## config.mk

```make
export PLATFORM = sky130hd
export DESIGN_NAME = tfn_sqrt_cell
export DESIGN_NICKNAME = d
export VERILOG_FILES = /design/src/rtl/tfn_sqrt_cell.sv
export SDC_FILE = /design/constraint.sdc
export NUM_CORES = 1
export LEC_CHECK = 0
export ABC_AREA = 1
export BUFFER_PORTS_ARGS = -buffer_cell sky130_fd_sc_hd__clkbuf_2
export CORE_AREA = 5 5 276 278
export DETAILED_ROUTE_END_ITERATION = 10
export DIE_AREA = 0 0 281 283
export SLEW_MARGIN = 25
export SYNTH_ARGS = -nofsm -noshare
export SYNTH_HDL_FRONTEND = slang
export SYNTH_SLANG_ARGS = --single-unit
```

## constraint.sdc

```tcl
create_clock -name i_clk -period 3.85 [get_ports i_clk]
set_input_delay 0.77 -clock i_clk [delete_from_list [all_inputs] [get_ports i_clk]]
set_output_delay 0.77 -clock i_clk [all_outputs]
set_load 0.005 [all_outputs]
```

## src/rtl/tfn_sqrt_cell.sv

```systemverilog
// ---------------------------------------------------------------------------
// tfn_sqrt_cell: one root bit of the integer square root
// Tries one bit of the root against the running remainder and hands the
// remainder, partial root and carried word to the next cell.
// ---------------------------------------------------------------------------
module tfn_sqrt_cell #(
    parameter int SW   = 100,
    parameter int STEP = 0,
    parameter int PW   = 154
) (
    input  logic          i_clk,
    input  logic          i_rst_n,
    input  logic          i_en,
    input  logic          i_valid,
    input  logic [SW-1:0] i_x,
    input  logic [SW-1:0] i_res,
    input  logic [PW-1:0] i_pay,
    output logic          o_valid,
    output logic [SW-1:0] o_x,
    output logic [SW-1:0] o_res,
    output logic [PW-1:0] o_pay
);

    localparam logic [SW-1:0] ONE = {{(SW-1){1'b0}}, 1'b1} << (SW - 2 - 2 * STEP);

    logic [SW-1:0] t;
    logic          ge;

    // Trial subtract of the current bit
    always_comb begin
        t  = i_res + ONE;
        ge = (i_x >= t);
    end

    always_ff @(posedge i_clk) begin
        if (!i_rst_n) begin
            o_valid <= 1'b0;
        end else if (i_en) begin
            o_valid <= i_valid;
        end
    end

    // Keep the bit where the remainder allows it
    always_ff @(posedge i_clk) begin
        if (i_en) begin
            o_x   <= ge ? i_x - t : i_x;
            o_res <= ge ? (i_res >> 1) + ONE : i_res >> 1;
            o_pay <= i_pay;
        end
    end

endmodule

```

==> impl_results.md <==
- Result of the run: finished clean
- Yosys cell types: 35
- DR iter-0 viols: ~1500
- DR top layer: met5
- Detailed-route vias per instance: around 4.6
- Max Fanout on Critical Path: 4
- Share of final-layout standard cells stronger than drive strength 1: 0.225
- Synthesized instance count: about 3000
- Placement-stage worst setup slack: 0.313 ns
- Register-to-register setup slack: around 3.2 ns
- Total Routed Length: approximately 110000 um
- Die height: ~280 um
- Detailed Routing Iterations Pass 1: 5
- Area added between synthesis and finish: 27.9%
- Async set-or-reset flop fraction in the synthesized netlist: 0
- Synth Warn #: 0
- Die span in x: between 200 and 300 um
- Cts repair resizes: 0
- RePlAce Congestion: 1.02
- Site Rows: 100
- Most used standard cell by instance count after synthesis: sky130_fd_sc_hd__nand2_1
- H-tree depth reported by CTS: 2
- Static power due to leakage: 15.8 nW
- Proportion of power drawn by flip-flops and latches: 0.411
- Max Clock Skew: 0 ns
- Cell area after synthesis: between 20000 and 25000 um^2
- Antenna violations before repair: 12
- Core ar.: between 70000 and 80000 um^2
- Max Clock Freq: 333 MHz
- Peak ir drop on the vdd network: between 300 and 400 uV
- Count of boundary I/O pins: a little over 700
- Minimum clock period: 3.00 ns
- Final setup vio count: 0
- Total number of clock tree sinks: roughly 360
- GRT Residual Overflow: 0
- Wire length on met2: around 55000 um
- Count of port buffers added during placement: between 700 and 800
- Count of pins over their slew limit: 0
- Layout Utilization: 0.394
- Number of register bits inferred by synthesis: roughly 360
- Bufs on Longest Clock Path: 3
- Clock root cell: sky130_fd_sc_hd__clkbuf_16
- Residual antenna-violating net count after detailed routing: 0
- Leading post-synthesis cells by instance count: sky130_fd_sc_hd__nand2_1 (1120), sky130_fd_sc_hd__inv_1 (698), sky130_fd_sc_hd__edfxtp_1 (354)
- Final Hold Fails: 0
- Cts bufs inserted: between 40 and 50
- Setup repair after global routing missed its margin: false
- Type of the tightest min-delay check: primary input to register
- Setup crit start kind: primary input
- Routed wl met3: 7000 um
- Crit share post-route: 0.780
- Sum Neg Setup Slack: 0 ns
- Arrival time worst endpoint: 3.34 ns
- HPWL reported at the end of detailed placement: around 91000 um
- Relative slew slack: 0.484
- Final hold slack: around 0.36 ns
- Power Density: ~400 nW/um^2
- Ranking of synthesized cells by area: sky130_fd_sc_hd__edfxtp_1 (47%), sky130_fd_sc_hd__nand2_1 (19%), sky130_fd_sc_hd__inv_1 (12%), sky130_fd_sc_hd__ha_1 (5.5%), sky130_fd_sc_hd__nor2_1 (3.6%)
- Avg Inst Size Synth: 7.55 um^2
- Total Nets Final: between 4000 and 5000
- Fill count: between 7000 and 8000
- Pin slew with the least headroom to its limit: between 0.7 and 0.8 ns
- Pin count of the biggest net entering global routing: 90
- Count of flip-flops with a built-in enable after synthesis: roughly 350
- Clock latency on the worst-skew pair: between 0.5 and 0.6 ns
- Vias in the first global route: between 20000 and 25000
- First-pass GRT wire length: 148000 um
- Clock slew seen by the registers of the worst setup and hold paths: ~0.07 ns
- Initial cell density of the core: 0.308
- Worst setup margin: roughly 0.85 ns
- Post-CTS Setup Bufs: 0
- Total routed wire length on the met1 layer: between 30000 and 40000 um
- Total of hold buffers inserted after clock tree synthesis: 0
- Cell type contributing the most total cell area after synthesis: sky130_fd_sc_hd__edfxtp_1
- Synthesized net count: approximately 3500
- Worst Setup End Kind: register
- Area share of the leading cell type in the synthesized netlist: 0.468
- Routed length per instance: ~22 um
- Net switching fraction of the power: 0.320
- Die area: about 80000 um^2
- Clock Power Share: 0.337
- All-Layer GR Usage: 0.254
- DRC violations left: 0
- Via total after detailed routing: 21800
- Post-synthesis sequential area ratio: 0.469
- Internal power: between 8 and 9 mW
- Combinational share of power: 0.252
- MaxCap Viol Count: 0
- Worst Path Class, Setup: primary input to register
- Switching component of the power: approximately 3.8 mW
- Required time of the worst setup path: between 4 and 5 ns
- CTS tree: yes
- Dominant register cell in the synthesized netlist: sky130_fd_sc_hd__edfxtp_1
## registers in the layout (all words and copies together) (netlist names)
register and count:
o_valid 1, o_x 100, o_res 100, o_pay 154
## critical path, cell delays in order
cell and delay [ns]:
sky130_fd_sc_hd__clkbuf_2 0.09, sky130_fd_sc_hd__inv_1 0.06, sky130_fd_sc_hd__ha_1 0.34, sky130_fd_sc_hd__nand2_1 0.11, sky130_fd_sc_hd__nor2_1 0.23, sky130_fd_sc_hd__inv_1 0.09
sky130_fd_sc_hd__nor2_1 0.21, sky130_fd_sc_hd__nand2_1 0.19, sky130_fd_sc_hd__nor3_1 0.25, sky130_fd_sc_hd__nand2_1 0.14, sky130_fd_sc_hd__nand3b_1 0.27, sky130_fd_sc_hd__nand2_1 0.22
sky130_fd_sc_hd__nand2_1 0.10, sky130_fd_sc_hd__nand2_1 0.05, sky130_fd_sc_hd__nand3_1 0.15, sky130_fd_sc_hd__nand2_1 0.07
## stage by stage
| step | instances | total power [mW] | cell area, um^2 |
|---|---|---|---|
| final | 4780 | 11.8 | 29100 |
| after global routing | 4778 | 12.4 | 29100 |
| after CTS | 4777 | 12.0 | 29000 |
| after detailed placement | 4707 | 7.94 | 27700 |
| after global placement | 4707 | 7.92 | 27700 |
| after floorplan | 3010 | 6.38 | 22700 |
## metal layers
| layer | global-route usage | vias to the layer above |
|---|---|---|
| li1 | - | 10900 |
| met1 | 0.284 | 10000 |
| met2 | 0.480 | 738 |
| met3 | 0.0485 | 150 |
| met4 | 0.0839 | 20 |
| met5 | 0 | - |
## cell families (layout without fill, tap and decap cells)
| logic type | Yosys count | after routing | synth area share |
|---|---|---|---|
| AND/OR/NAND/NOR | 1596 | 1596 | 0.288 |
| other | 0 | 3 | 0 |
| adder cells (fa/ha/maj) | 101 | 101 | 0.0560 |
| AO/OA/AOI/OAI | 164 | 164 | 0.0385 |
| buffers and inverters | 735 | 1533 | 0.126 |
| XOR/XNOR | 59 | 59 | 0.0228 |
| flip-flops | 355 | 355 | 0.469 |
## cell type report
cell class	count	area, um^2	share of cell area
inverters	706	2650	0.0912
multi-input cells	1920	9210	0.317
flip-flops and latches	355	10700	0.367
clock buffers	45	1060	0.0366
well taps	969	1210	0.0417
repair buffers	757	4000	0.138
diodes	3	7.51	0.000258
clock inverters	25	262	0.00900
## cells in the final DEF, fill, tap and decap left out, types with 4 or more instances in the layout
cell type | netlist | final
sky130_fd_sc_hd__a21oi_1 | 72 | 72
sky130_fd_sc_hd__buf_12 | 0 | 7
sky130_fd_sc_hd__buf_4 | 4 | 38
sky130_fd_sc_hd__bufinv_16 | 0 | 4
sky130_fd_sc_hd__clkbuf_16 | 0 | 42
sky130_fd_sc_hd__clkbuf_2 | 0 | 711
sky130_fd_sc_hd__clkinv_1 | 0 | 5
sky130_fd_sc_hd__clkinv_2 | 0 | 9
sky130_fd_sc_hd__edfxtp_1 | 354 | 354
sky130_fd_sc_hd__ha_1 | 100 | 100
sky130_fd_sc_hd__inv_1 | 698 | 698
sky130_fd_sc_hd__inv_2 | 8 | 8
sky130_fd_sc_hd__nand2_1 | 1120 | 1120
sky130_fd_sc_hd__nand3_1 | 119 | 119
sky130_fd_sc_hd__nand3b_1 | 27 | 27
sky130_fd_sc_hd__nand4_1 | 62 | 62
sky130_fd_sc_hd__nor2_1 | 217 | 217
sky130_fd_sc_hd__nor2_2 | 15 | 15
sky130_fd_sc_hd__nor3_1 | 17 | 17
sky130_fd_sc_hd__nor4_1 | 4 | 4
sky130_fd_sc_hd__o21ai_0 | 22 | 22
sky130_fd_sc_hd__o21ai_1 | 52 | 52
sky130_fd_sc_hd__o21bai_1 | 13 | 13
sky130_fd_sc_hd__xor2_1 | 57 | 57
## power groups by stage
stage | registers, mW | clock network, mW | logic (mW)
floorplan | 4.97 | 0 | 1.41
global route | 4.88 | 4.25 | 3.27
detailed placement | 4.93 | 0 | 3.00
finish | 4.85 | 3.98 | 2.98
CTS | 4.86 | 4.10 | 3.02
global placement | 4.93 | 0 | 2.99
## path summary, 6_finish.rpt
path / from / to / cells after the start
worst max register to register: o_valid / o_valid / 2
worst min register to register: o_valid / o_valid / 2
worst min-delay path: i_pay[153] / o_pay[153] / 1
worst max-delay path: i_res[30] / o_x[80] / 16
Power figures use the tool's default switching activity.
