$ cat config.mk
export PLATFORM = sky130hd
export DESIGN_NAME = tfn_div_cell
export DESIGN_NICKNAME = d
export VERILOG_FILES = /design/src/rtl/tfn_div_cell.sv
export SDC_FILE = /design/constraint.sdc
export NUM_CORES = 1
export LEC_CHECK = 0
export BUFFER_PORTS_ARGS = -buffer_cell sky130_fd_sc_hd__buf_2
export CAP_MARGIN = 20
export CORE_AREA = 3 3 353 355
export CTS_CLUSTER_DIAMETER = 80
export DETAILED_ROUTE_END_ITERATION = 8
export DIE_AREA = 0 0 356 358
export GPL_TIMING_DRIVEN = 0
export MAX_ROUTING_LAYER = met4
export SLEW_MARGIN = 20
export SYNTH_ARGS = -nofsm -noshare
export SYNTH_HDL_FRONTEND = slang
export SYNTH_SLANG_ARGS = --single-unit
$ cat constraint.sdc
create_clock -name i_clk -period 8.04 [get_ports i_clk]
set_input_delay 0.804 -clock i_clk [delete_from_list [all_inputs] [get_ports i_clk]]
set_output_delay 0.804 -clock i_clk [all_outputs]
set_load 0.1 [all_outputs]
$ cat src/rtl/tfn_div_cell.sv
// ---------------------------------------------------------------------------
// tfn_div_cell: one quotient bit for the three components
// Restoring division step shared by x, y and z against the common length.
// ---------------------------------------------------------------------------
module tfn_div_cell #(
    parameter int MW    = 50,
    parameter int QW    = 31,
    parameter int PW    = 155,
    parameter int FIRST = 0
) (
    input  logic              i_clk,
    input  logic              i_rst_n,
    input  logic              i_en,
    input  logic              i_valid,
    input  logic [3*(MW+1)-1:0] i_r,
    input  logic [3*QW-1:0]   i_q,
    input  logic [MW-1:0]     i_len,
    input  logic [PW-1:0]     i_pay,
    output logic              o_valid,
    output logic [3*(MW+1)-1:0] o_r,
    output logic [3*QW-1:0]   o_q,
    output logic [MW-1:0]     o_len,
    output logic [PW-1:0]     o_pay
);

    logic [MW:0]     rr [3];
    logic [2:0]      ge;
    logic [3*(MW+1)-1:0] n_r;
    logic [3*QW-1:0] n_q;

    // Shift in the next numerator bit (zero), except in the first cell, and compare with the length
    always_comb begin
        for (int k = 0; k < 3; k++) begin
            rr[k] = (FIRST != 0) ? i_r[k*(MW+1) +: MW+1]
                                 : {i_r[k*(MW+1) +: MW], 1'b0};
            ge[k] = (rr[k] >= {1'b0, i_len});
            n_r[k*(MW+1) +: MW+1] = ge[k] ? rr[k] - {1'b0, i_len} : rr[k];
            n_q[k*QW +: QW]       = {i_q[k*QW +: QW-1], ge[k]};
        end
    end

    always_ff @(posedge i_clk) begin
        if (!i_rst_n) begin
            o_valid <= 1'b0;
        end else if (i_en) begin
            o_valid <= i_valid;
        end
    end

    always_ff @(posedge i_clk) begin
        if (i_en) begin
            o_r   <= n_r;
            o_q   <= n_q;
            o_len <= i_len;
            o_pay <= i_pay;
        end
    end

endmodule

==> results of run 1 <==
worst paths after layout:
kind                     to  slack [ps]  depth (start not counted)
setup / recovery    o_r[34]        2950                         13
setup reg to reg    o_valid        7450                          2
hold / removal    o_pay[87]         300                          1
hold reg to reg     o_valid         510                          2
kinds of logic after synthesis:
family	after synthesis
muxes	18
adders and majority gates	153
buffers and inverters	157
DFF	452
and+or+nand+nor	535
AOI/OAI and AO/OA	637
xor gates and xnor gates	134
flip-flops by register name, summed over array words and instances (netlist names):
register	cells
o_q	93
o_pay	155
o_len	50
o_r	153
o_valid	1
per-stage QoR:
| step | worst slack [ps] | power, mW |
|---|---|---|
| finish | 2950 | 9.21 |
| global route | 2630 | 9.55 |
| CTS | 2890 | 9.34 |
| detailed placement | 2190 | 6.42 |
| global placement | -1340 | 6.45 |
| floorplan | 4380 | 5.53 |
routing by layer:
metal | vias to the layer above | GRT usage
li1 | 9912 | -
met1 | 10500 | 0.219
met2 | 925 | 0.352
met3 | 161 | 0.0622
met4 | 0 | 0.0642
met5 | - | -
power by group through the flow:
stage | Clock [mW] | Combinational (mW) | Sequential [mW]
5_1_grt | 3.03 | 3.53 | 3.00
3_5_place_dp | 0 | 3.40 | 3.02
4_1_cts | 2.95 | 3.41 | 2.98
2_1_floorplan | 0 | 0.720 | 4.81
3_3_place_gp | 0 | 3.39 | 3.06
6_report | 2.85 | 3.39 | 2.98
layout by cell type (no fill, tap or decap), types with 9 or more instances in the layout:
cell,netlist,routed
a211oi_1,12,12
a21o_1,73,73
a21oi_1,205,205
a31oi_1,17,17
and3_1,22,22
buf_2,8,907
clkbuf_1,53,59
clkbuf_16,0,62
clkinv_1,0,11
clkinv_2,0,9
diode_2,0,36
edfxtp_1,451,451
ha_1,150,150
inv_1,87,87
nand2_1,228,228
nand2b_1,13,13
nand3_1,33,33
nand4_1,38,38
nor2_1,105,105
nor2b_1,15,15
nor3_1,25,25
nor4_1,14,13
o211ai_1,10,10
o21a_1,19,19
o21ai_0,189,189
o21bai_1,23,23
xnor2_1,74,74
xor2_1,60,60
area by class of cell:
cell class                 count  area, um^2  area share
multi-input combinational   1477        9770       0.297
buffer                        69         322     0.00978
inverter                      88         330      0.0100
timing repair buffer         908        4680       0.142
clock inverter                45         508      0.0154
antenna                       36        90.1     0.00274
clock buffer                  69        1590      0.0483
tap                         1625        2030      0.0618
sequential                   452       13600       0.412
==> summary.md, run 1 <==
| Metric | Value |
|---|---|
| Synth Net Count | around 2.7k |
| Synth top area cells | edfxtp_1 57%, ha_1 7.8%, a21oi_1 4.3%, o21ai_0 3.9%, nand2_1 3.6% |
| Synth cell count leaders | 451 x edfxtp_1, 228 x nand2_1, 205 x a21oi_1 |
| Drc violations | 0 |
| Die Y | about 360 um |
| Hold Slack | ~300 ps |
| Top cell by count, worst path | a21oi_1 |
| Critical path class | in2reg |
| Period utilization | 0.633 |
| Clock power share | 0.309 |
| Area growth, synth to finish | 37.2% |
| Critical R2R Launch | o_valid |
| Max-cap violations | 0 |
| Wirelength, routed | 132 mm |
| Number of synthesized flops with an enable pin | 451 |
| XOR/XNOR Fraction of Synth Area | 0.0490 |
| Die ar. | about 130000 um^2 |
| Pins Over Slew Limit | 0 |
| Synth Area in Simple Gates | 0.104 |
| LEAKAGE | between 10 and 15 nW |
| Initial antenna violation count | between 70 and 80 |
| Clk sinks | ~450 |
| Clock H-tree levels | 2 |
| Top-area cell type share of the netlist area | 0.565 |
| Die width | 356 um |
| Worst Path Buf+Inv | 3 |
| Main combinational cell family by area after synthesis | compound AO/OA/AOI/OAI gates |
| Crit. End Element | flip-flop |
| Final Non-Filler Cells | 4769 |
| IO Pins | between 900 and 1k |
| Setup Skew | 0 ps |
| Dpl cell area | 30700 um^2 |
| Period minus WS final | a little over 5000 ps |
| Async set or reset register ratio after synthesis | 0 |
| CTS buffer count | 61 |
| Register bit count reported by yosys | 452 |
| Compound-Gate Fraction of Synth Area | 0.164 |
| Vias | ~22k |
| First-pass DRT Iterations | 5 |
| CTS Buffer Depth | 3 |
| Net Sw Frac | 0.438 |
| Layout Utilization | 0.270 |
| Largest net degree at the start of global routing | 98 |
| Setup repair bufs after CTS | 0 |
| First-pass GRT wire length | between 150 and 200 mm |
| CP Launch Point | i_len[4] |
| Drt wl/cell | around 28 um |
| Tot GR Track Use | 0.202 |
| Metal-1 WL | about 50 mm |
| Synth unique cells | about 80 |
| Netlist Area Pre-Place | about 24000 um^2 |
| GRT Residual Overflow | 0 |
| Post-CTS Hold Buffers | 0 |
| Arrival time worst endpoint | about 5400 ps |
| DR iter-0 viols | approximately 1.7k |
| Worst path cell trace | buf_2 -> inv_1 -> ha_1 -> a21oi_1 -> o211ai_1 -> a221oi_1 -> o31ai_1 -> a21oi_1 -> a31oi_1 -> a21oi_2 -> clkbuf_1 -> nand2_1 -> o21ai_0 |
| Startpoint types | primary input |
| Cell count after synthesis | 2086 |
| Count leader, synth | edfxtp_1 |
| Worst VDD drop | roughly 0.00018 V |
| Fill count | approximately 13k |
| Hold crit path type | in2reg |
| Combinational group share of total power | 0.368 |
| Vias in the first global route | slightly above 20k |
| Post-synthesis area per instance | ~11 um^2 |
| RSZ-0062 raised after global routing | false |
| Via density | ~4.5 |
| Final setup violation count | 0 |
| Biggest area consumer among synthesized cells | edfxtp_1 |
| Worst min-delay path startpoint | i_pay[87] |
| Metal3 WL | between 10 and 15 mm |
| Mux contribution to synthesized area | 0.00851 |
| Synth Area in Adders | 0.0808 |
| Psw | roughly 4.0 mW |
| Power per cell area | 280 nW/um^2 |
| Final ANT Viol Nets | 0 |
| Placed Instances | ~4.6k |
| Final Cell Area | 32900 um^2 |
| CP Data Required Time | 8380 ps |
| Final Hold Fails | 0 |
| Nets | around 3.7k |
| Post-DP HPWL | ~110 mm |
| Crit path largest cell delay | between 700 and 800 ps |
| P_int | around 5.2 mW |
| Std-Cell Rows | 128 |
| Number of gates resized after CTS | 0 |
| Met2 wire length | between 60 and 70 mm |
| Initial Utilization | 0.197 |
| Transition time of the tightest slew-check pin | 1070 ps |
| Top FF cell, synth | edfxtp_1 |
| DR top layer | met4 |
| Ys Warns | 0 |
| Clock slew at reported path FFs | ~60 ps |
| Sequential power share | 0.323 |
| Fmax | approximately 0.20 GHz |
| Layout cells sized above 1 | 0.341 |
| TNS Setup | 0 ps |
| Family with the most delay on the worst path | compound AO/OA/AOI/OAI gates |
| Slew headroom | 0.278 |
| Status | finished clean |
| CP max FO | 10 |
| Clock Latency Late Sink | 670 ps |
| CTS tree | done |
| Slowest stage cell, crit path | a21oi_2 |
| Core area | about 120000 um^2 |
| Port buffer count | 900 |
| Sequential area share after synthesis | 0.566 |
| RD Place Congestion | ~0.92 |
| CTS Root Cell | clkbuf_16 |
(Power assumes the default switching activity.)
==> run 2, diff against run 1 <==
Settings changed: CORE_AREA 3 3 353 355 to 3 3 356 358, DIE_AREA 0 0 356 358 to 0 0 359 361.
Clock period 8.04 ns to 5.1 ns, I/O delays scaled along.
==> run 2 against run 1 <==
Hold slack worse by 240 ps. Critical path depth up 1. Highest routed layer unchanged. Critical path type unchanged. Largest power group unchanged. Die area up 1.7%. Combinational power up 63%.
==> summary.md, run 2 (synthesis results as in run 1) <==
| Metric | Value |
|---|---|
| Arrival time worst endpoint | 5410 ps (about the same) |
| CP max FO | 6 (-4) |
| Drt wl/cell | 26.6 um (-3.7%) |
| Hold path depth | 1 (unchanged) |
| Clock Latency Late Sink | 680 ps (about the same) |
| Cells on worst reg2reg path | 2 (unchanged) |
| Hold Slack | 66.2 ps (-236 ps) |
| Post-DP HPWL | 112 mm (+0.11%) |
| Metal-1 WL | 51.5 mm (+1.9%) |
| Hold crit path type | in2reg |
| Tot GR Track Use | 0.205 (+0.00310) |
| Std-Cell Rows | 129 (+0.78%) |
| IO Pins | 907 (unchanged) |
| Drc violations | 0 (unchanged) |
| Period utilization | 0.979 |
| DR iter-0 viols | 1688 (-2.2%) |
| CTS buffer count | 61 (unchanged) |
| Die Y | 361 um (+0.84%) |
| Placed Instances | 4629 (+0.22%) |
| Max-cap violations | 0 (unchanged) |
| CTS tree | done |
| Area of the multi-input gates | 9780 um^2 (about the same) |
| Initial Utilization | 0.194 (-0.00306) |
| Setup ws final | 107 ps (-2850 ps) |
| Overall Power | 14.6 mW (+59%) |
| Largest register FFs | 155 (unchanged) |
| Largest reg by FF count | o_pay |
| Period minus WS final | roughly 5000 ps |
| RD Place Congestion | 0.904 (-1.3%) |
| Final Hold Fails | 0 (unchanged) |
| Status | finished clean |
| Transition time of the tightest slew-check pin | 1070 ps (-1.09 ps) |
| Dpl cell area | 30700 um^2 (unchanged) |
| LEAKAGE | 15.0 nW (+8.4%) |
| Worst slack at placement | -247 ps (-2430 ps) |
| GRT Residual Overflow | 0 (unchanged) |
| Startpoint types | primary input |
| Area growth, synth to finish | 48.9% |
| Final setup violation count | 0 (unchanged) |
| Nets | 3953 (+7.9%) |
| Most frequent cells in the layout | 907 x buf_2, 451 x edfxtp_1, 290 x dlygate4sd3_1, 228 x nand2_1, 205 x a21oi_1 |
| Core area | 124000 um^2 (+1.6%) |
| CTS Buffer Depth | 3 (unchanged) |
| Port buffer count | 900 (unchanged) |
| Layout Utilization | 0.289 (+0.0186) |
| Vias | 22.5k (+4.5%) |
| Critical path class | in2reg |
| Final Non-Filler Cells | 5054 (+6.0%) |
| Slew headroom | 0.288 (+0.0101) |
| Crit. End Element | flip-flop |
| Die width | 359 um (+0.84%) |
| Via density | 4.45 (-1.4%) |
| CTS Root Cell | clkbuf_16 |
| Top flop regs | o_pay (155), o_r (153), o_q (93) |
| First-pass GRT wire length | 181 mm (+5.3%) |
| Clk sinks | 452 (unchanged) |
| Met2 wire length | 69.6 mm (+4.7%) |
| First-pass DRT Iterations | 7 (+2) |
| Setup Skew | 0 ps (unchanged) |
| CP Data Required Time | 5510 ps (-2870 ps) |
| DR top layer | met4 |
| TNS Setup | 0 ps (unchanged) |
| RSZ-0062 raised after global routing | false |
| Clock slew at reported path FFs | 60 ps (about the same) |
| Vias in the first global route | 22.3k (+9.6%) |
| Storage element area | 13600 um^2 (unchanged) |
| Fmax | approximately 0.2 GHz |
| Clock H-tree levels | 2 (unchanged) |
| Final Cell Area | 35700 um^2 (+8.6%) |
| Setup repair bufs after CTS | 0 (unchanged) |
| Fill count | 13.0k (-0.14%) |
| Power per cell area | 409 nW/um^2 (+46%) |
| Largest net degree at the start of global routing | 104 (+6.1%) |
| Final ANT Viol Nets | 0 (unchanged) |
| Initial antenna violation count | 50 (-31%) |
| Wirelength, routed | 135 mm (+2.0%) |
| Worst VDD drop | 0.000365 V (+100%) |
| Die ar. | 130000 um^2 (+1.7%) |
| Metal3 WL | 8.51 mm (-18%) |
| Layout cells sized above 1 | 0.312 (-0.0295) |
| Most common cell after layout, fill and taps aside | buf_2 |
| Pins Over Slew Limit | 0 (unchanged) |
## run 2: cell types whose count changed in the layout (fill, tap and decap cells not counted), sizes merged
cell	change
clkinvlp	+5
bufinv	-1
inv	-7
clkinv	+4
dlygate4sd3	+290
clkbuf	-1
buf	-2
diode	-15
## run 2: repair_timing
| action | CTS | global route |
|---|---|---|
| gates resized for setup | 0 | 4 |
| setup endpoints to repair | 0 | 6 |
| hold buffers | 290 | 0 |
| endpoints found under the hold margin | 290 | 0 |
## run 2: worst paths after layout
check / from / end / slack [ps]
max: i_len[1] / o_r[146] / 110
min: i_pay[92] / o_pay[92] / 70
max reg2reg: o_valid / o_valid / 4490
min reg2reg: o_valid / o_valid / 530
## run 2: layout make-up
| type | count | area share |
|---|---|---|
| plain buffers | 69 | 0.00904 |
| clock buffers | 68 | 0.0435 |
| inverters | 88 | 0.00925 |
| clock inverters | 46 | 0.0135 |
| well taps | 1637 | 0.0574 |
| repair buffers | 1196 | 0.212 |
| flip-flops and latches | 452 | 0.380 |
| multi-input cells | 1477 | 0.274 |
| diodes | 21 | 0.00147 |
## run 2: critical path, cell delays in order
cell           delay [ps]
dlygate4sd3_1         530
buf_2                 130
inv_1                 300
fa_1                  310
a21oi_1               120
o211a_1               260
o21ai_0               590
a21oi_1               340
o221ai_1              900
a41oi_1               410
o221ai_1              540
a31oi_1               170
xor2_1                160
o21ai_0               110
## run 2: metal layers
layer | global-route usage | vias to the layer above
met5 | - | -
met4 | 0.0678 | 0
met3 | 0.0451 | 178
met2 | 0.368 | 905
met1 | 0.223 | 10900
li1 | - | 10400
## run 2: power by group
part	leakage [nW]	switching, mW	internal [mW]
combinational	9.58	4.42	1.11
clock	0.978	1.87	2.52
sequential	4.42	0.114	4.58
==> run 3, diff against run 2 <==
Settings changed: GPL_TIMING_DRIVEN 0 to 1.
==> run 3 against run 2 <==
Maximum frequency rose by 11%. Highest routed layer unchanged. Critical path depth rose by 1. Cell count fell by 0.89%. Via count fell by 1.0%. Global-route usage fell by 0.30 points.
==> summary.md, run 3 (synthesis results as in run 1) <==
| Metric | Value |
|---|---|
| Hold crit path type | in2reg |
| Power per cell area | 419 nW/um^2 (+2.4%) |
| Vias in the first global route | 22.3k (-0.24%) |
| CTS Root Cell | clkbuf_16 |
| GRT Residual Overflow | 0 (unchanged) |
| Worst slack at placement | 523 ps (+770 ps) |
| Arrival time worst endpoint | 4880 ps (-530 ps) |
| Worst VDD drop | 0.000288 V (-21%) |
| Drc violations | 0 (unchanged) |
| Final ANT Viol Nets | 0 (unchanged) |
| Nets | 3903 (-1.3%) |
| Setup ws final | 610 ps (+503 ps) |
| Dpl cell area | 30800 um^2 (+0.22%) |
| Critical R2R Launch | o_valid |
| Fill count | 13.0k (-0.19%) |
| Transition time of the tightest slew-check pin | 836 ps (-232 ps) |
| Pins Over Slew Limit | 0 (unchanged) |
| Hold Slack | 73.5 ps (+7.30 ps) |
| Clock Latency Late Sink | 610 ps (-70 ps) |
| Setup slack, reg-to-reg | 4510 ps (+20 ps) |
| Wirelength, routed | 132 mm (-1.7%) |
| Final Cell Area | 35500 um^2 (-0.60%) |
| Setup Skew | 0 ps (unchanged) |
| Initial antenna violation count | 54 (+8.0%) |
| Initial Utilization | 0.194 (unchanged) |
| Die Y | 361 um (unchanged) |
| CTS Buffer Depth | 3 (unchanged) |
| Status | finished clean |
| Top flop regs | o_pay (155), o_r (153), o_q (93) |
| CP max FO | 24 (+18) |
| Clock slew at reported path FFs | 60 ps (about the same) |
| Crit. End Element | flip-flop |
| Slew headroom | 0.443 (+0.155) |
| Worst min-delay path startpoint | i_pay[41] |
| Max-cap violations | 0 (unchanged) |
| Drt wl/cell | 26.4 um (-0.83%) |
| Period utilization | 0.880 (-0.0987) |
| DR iter-0 viols | 1534 (-9.1%) |
| Die ar. | 130000 um^2 (unchanged) |
| R2r endpoint | o_valid |
| Largest reg by FF count | o_pay |
| Most common cell after layout, fill and taps aside | buf_2 |
| Port buffer count | 900 (unchanged) |
| RD Place Congestion | 0.917 (+1.5%) |
| Period minus WS final | 4490 ps (-503 ps) |
| Startpoint types | primary input |
| Post-DP HPWL | 110 mm (-1.7%) |
| Clock H-tree levels | 3 (+1) |
| Via density | 4.44 (-0.14%) |
| Hold path depth | 1 (unchanged) |
| Number of gates resized after CTS | 0 (unchanged) |
| Tot GR Track Use | 0.202 (-0.00302) |
| CP Data Required Time | 5500 ps (about the same) |
| Hold Path End | o_pay[41] |
| Placed Instances | 4617 (-0.26%) |
| Std-Cell Rows | 129 (unchanged) |
| Clk sinks | 452 (unchanged) |
| Layout cells sized above 1 | 0.330 (+0.0181) |
| Vias | 22.2k (-1.0%) |
| First-pass DRT Iterations | 5 (-2) |
| Final Non-Filler Cells | 5009 (-0.89%) |
| Critical path class | in2reg |
| Fmax | 0.223 GHz (+11%) |
| Final setup violation count | 0 (unchanged) |
| First-pass GRT wire length | 179 mm (-1.2%) |
| Core area | 124000 um^2 (unchanged) |
| TNS Setup | 0 ps (unchanged) |
| Cells on worst reg2reg path | 2 (unchanged) |
| Largest net degree at the start of global routing | 105 (+0.96%) |
| CTS tree | done |
| Die width | 359 um (unchanged) |
| Largest register FFs | 155 (unchanged) |
| Area growth, synth to finish | 48.0% |
| RSZ-0062 raised after global routing | false |
| CTS buffer count | 67 (+9.8%) |
| Final Hold Fails | 0 (unchanged) |
| LEAKAGE | 15.0 nW (about the same) |
| Most frequent cells in the layout | 899 x buf_2, 451 x edfxtp_1, 246 x dlygate4sd3_1, 228 x nand2_1, 205 x a21oi_1 |
| IO Pins | 907 (unchanged) |
run 3: cell count changes in the layout (fill, tap and decap cells not counted), sizes merged:
| cell | change |
|---|---|
| clkbuf | -41 |
| dlygate4sd3 | -44 |
| diode | +5 |
| bufinv | -1 |
| buf | +41 |
| clkinv | -6 |
| inv | +1 |
run 3: worst max path at each step:
| stage | slack (ps) | cells after the start | start | endpoint |
|---|---|---|---|---|
| floorplan | 1730 | 12 | i_len[6] | o_r[1] |
| global placement | 560 | 15 | i_len[9] | o_r[47] |
| detailed placement | 520 | 15 | i_len[9] | o_r[47] |
| CTS | 740 | 15 | i_len[28] | o_r[58] |
| global route | 390 | 16 | i_len[1] | o_r[47] |
| finish | 610 | 15 | i_len[1] | o_r[5] |
run 3: final cells by class:
type                    count  area, um^2  share of cell area
repair buffers           1209        7520               0.212
clock buffers              80        1770              0.0498
clock inverters            40         422              0.0119
well taps                1637        2050              0.0577
inverters                  88         330             0.00931
flip-flops and latches    452       13600               0.382
multi-input cells        1477        9760               0.275
diodes                     26        65.1             0.00183
run 3: critical path: stages:
cell,delay (ps)
dlygate4sd3_1,530
buf_2,130
inv_1,290
ha_1,340
a21oi_1,160
o211ai_1,130
a221oi_1,580
o31ai_1,300
a21oi_1,400
a31oi_1,150
buf_4,180
a21oi_4,620
buf_4,310
nand2_1,60
o21ai_0,160
run 3: routing by layer:
layer,share of wire,track usage,vias to the layer above
li1,-,-,10400
met1,0.38,0.223,10800
met5,0,-,-
met2,0.52,0.357,900
met3,0.063,0.0441,178
met4,0.037,0.0727,0
run 3: what timing repair did:
action,CTS,global route
buffers inserted,0,0
setup endpoints to repair,0,0
hold buffers,246,0
hold endpoints to repair,246,0
run 3: report_power, final:
| part | switching [mW] | leakage, nW | internal [mW] |
|---|---|---|---|
| Clock | 1.88 | 1.05 | 2.77 |
| Sequential | 0.133 | 4.42 | 4.58 |
| Combinational | 4.37 | 9.52 | 1.12 |
run 3: stage by stage:
| stage | power, mW | utilization |
|---|---|---|
| 2_1_floorplan | 8.72 | - |
| 3_3_place_gp | 10.1 | 0.249 |
| 3_5_place_dp | 10.1 | 0.249 |
| 4_1_cts | 15.1 | 0.286 |
| 5_1_grt | 15.4 | 0.287 |
| 6_report | 14.9 | 0.287 |
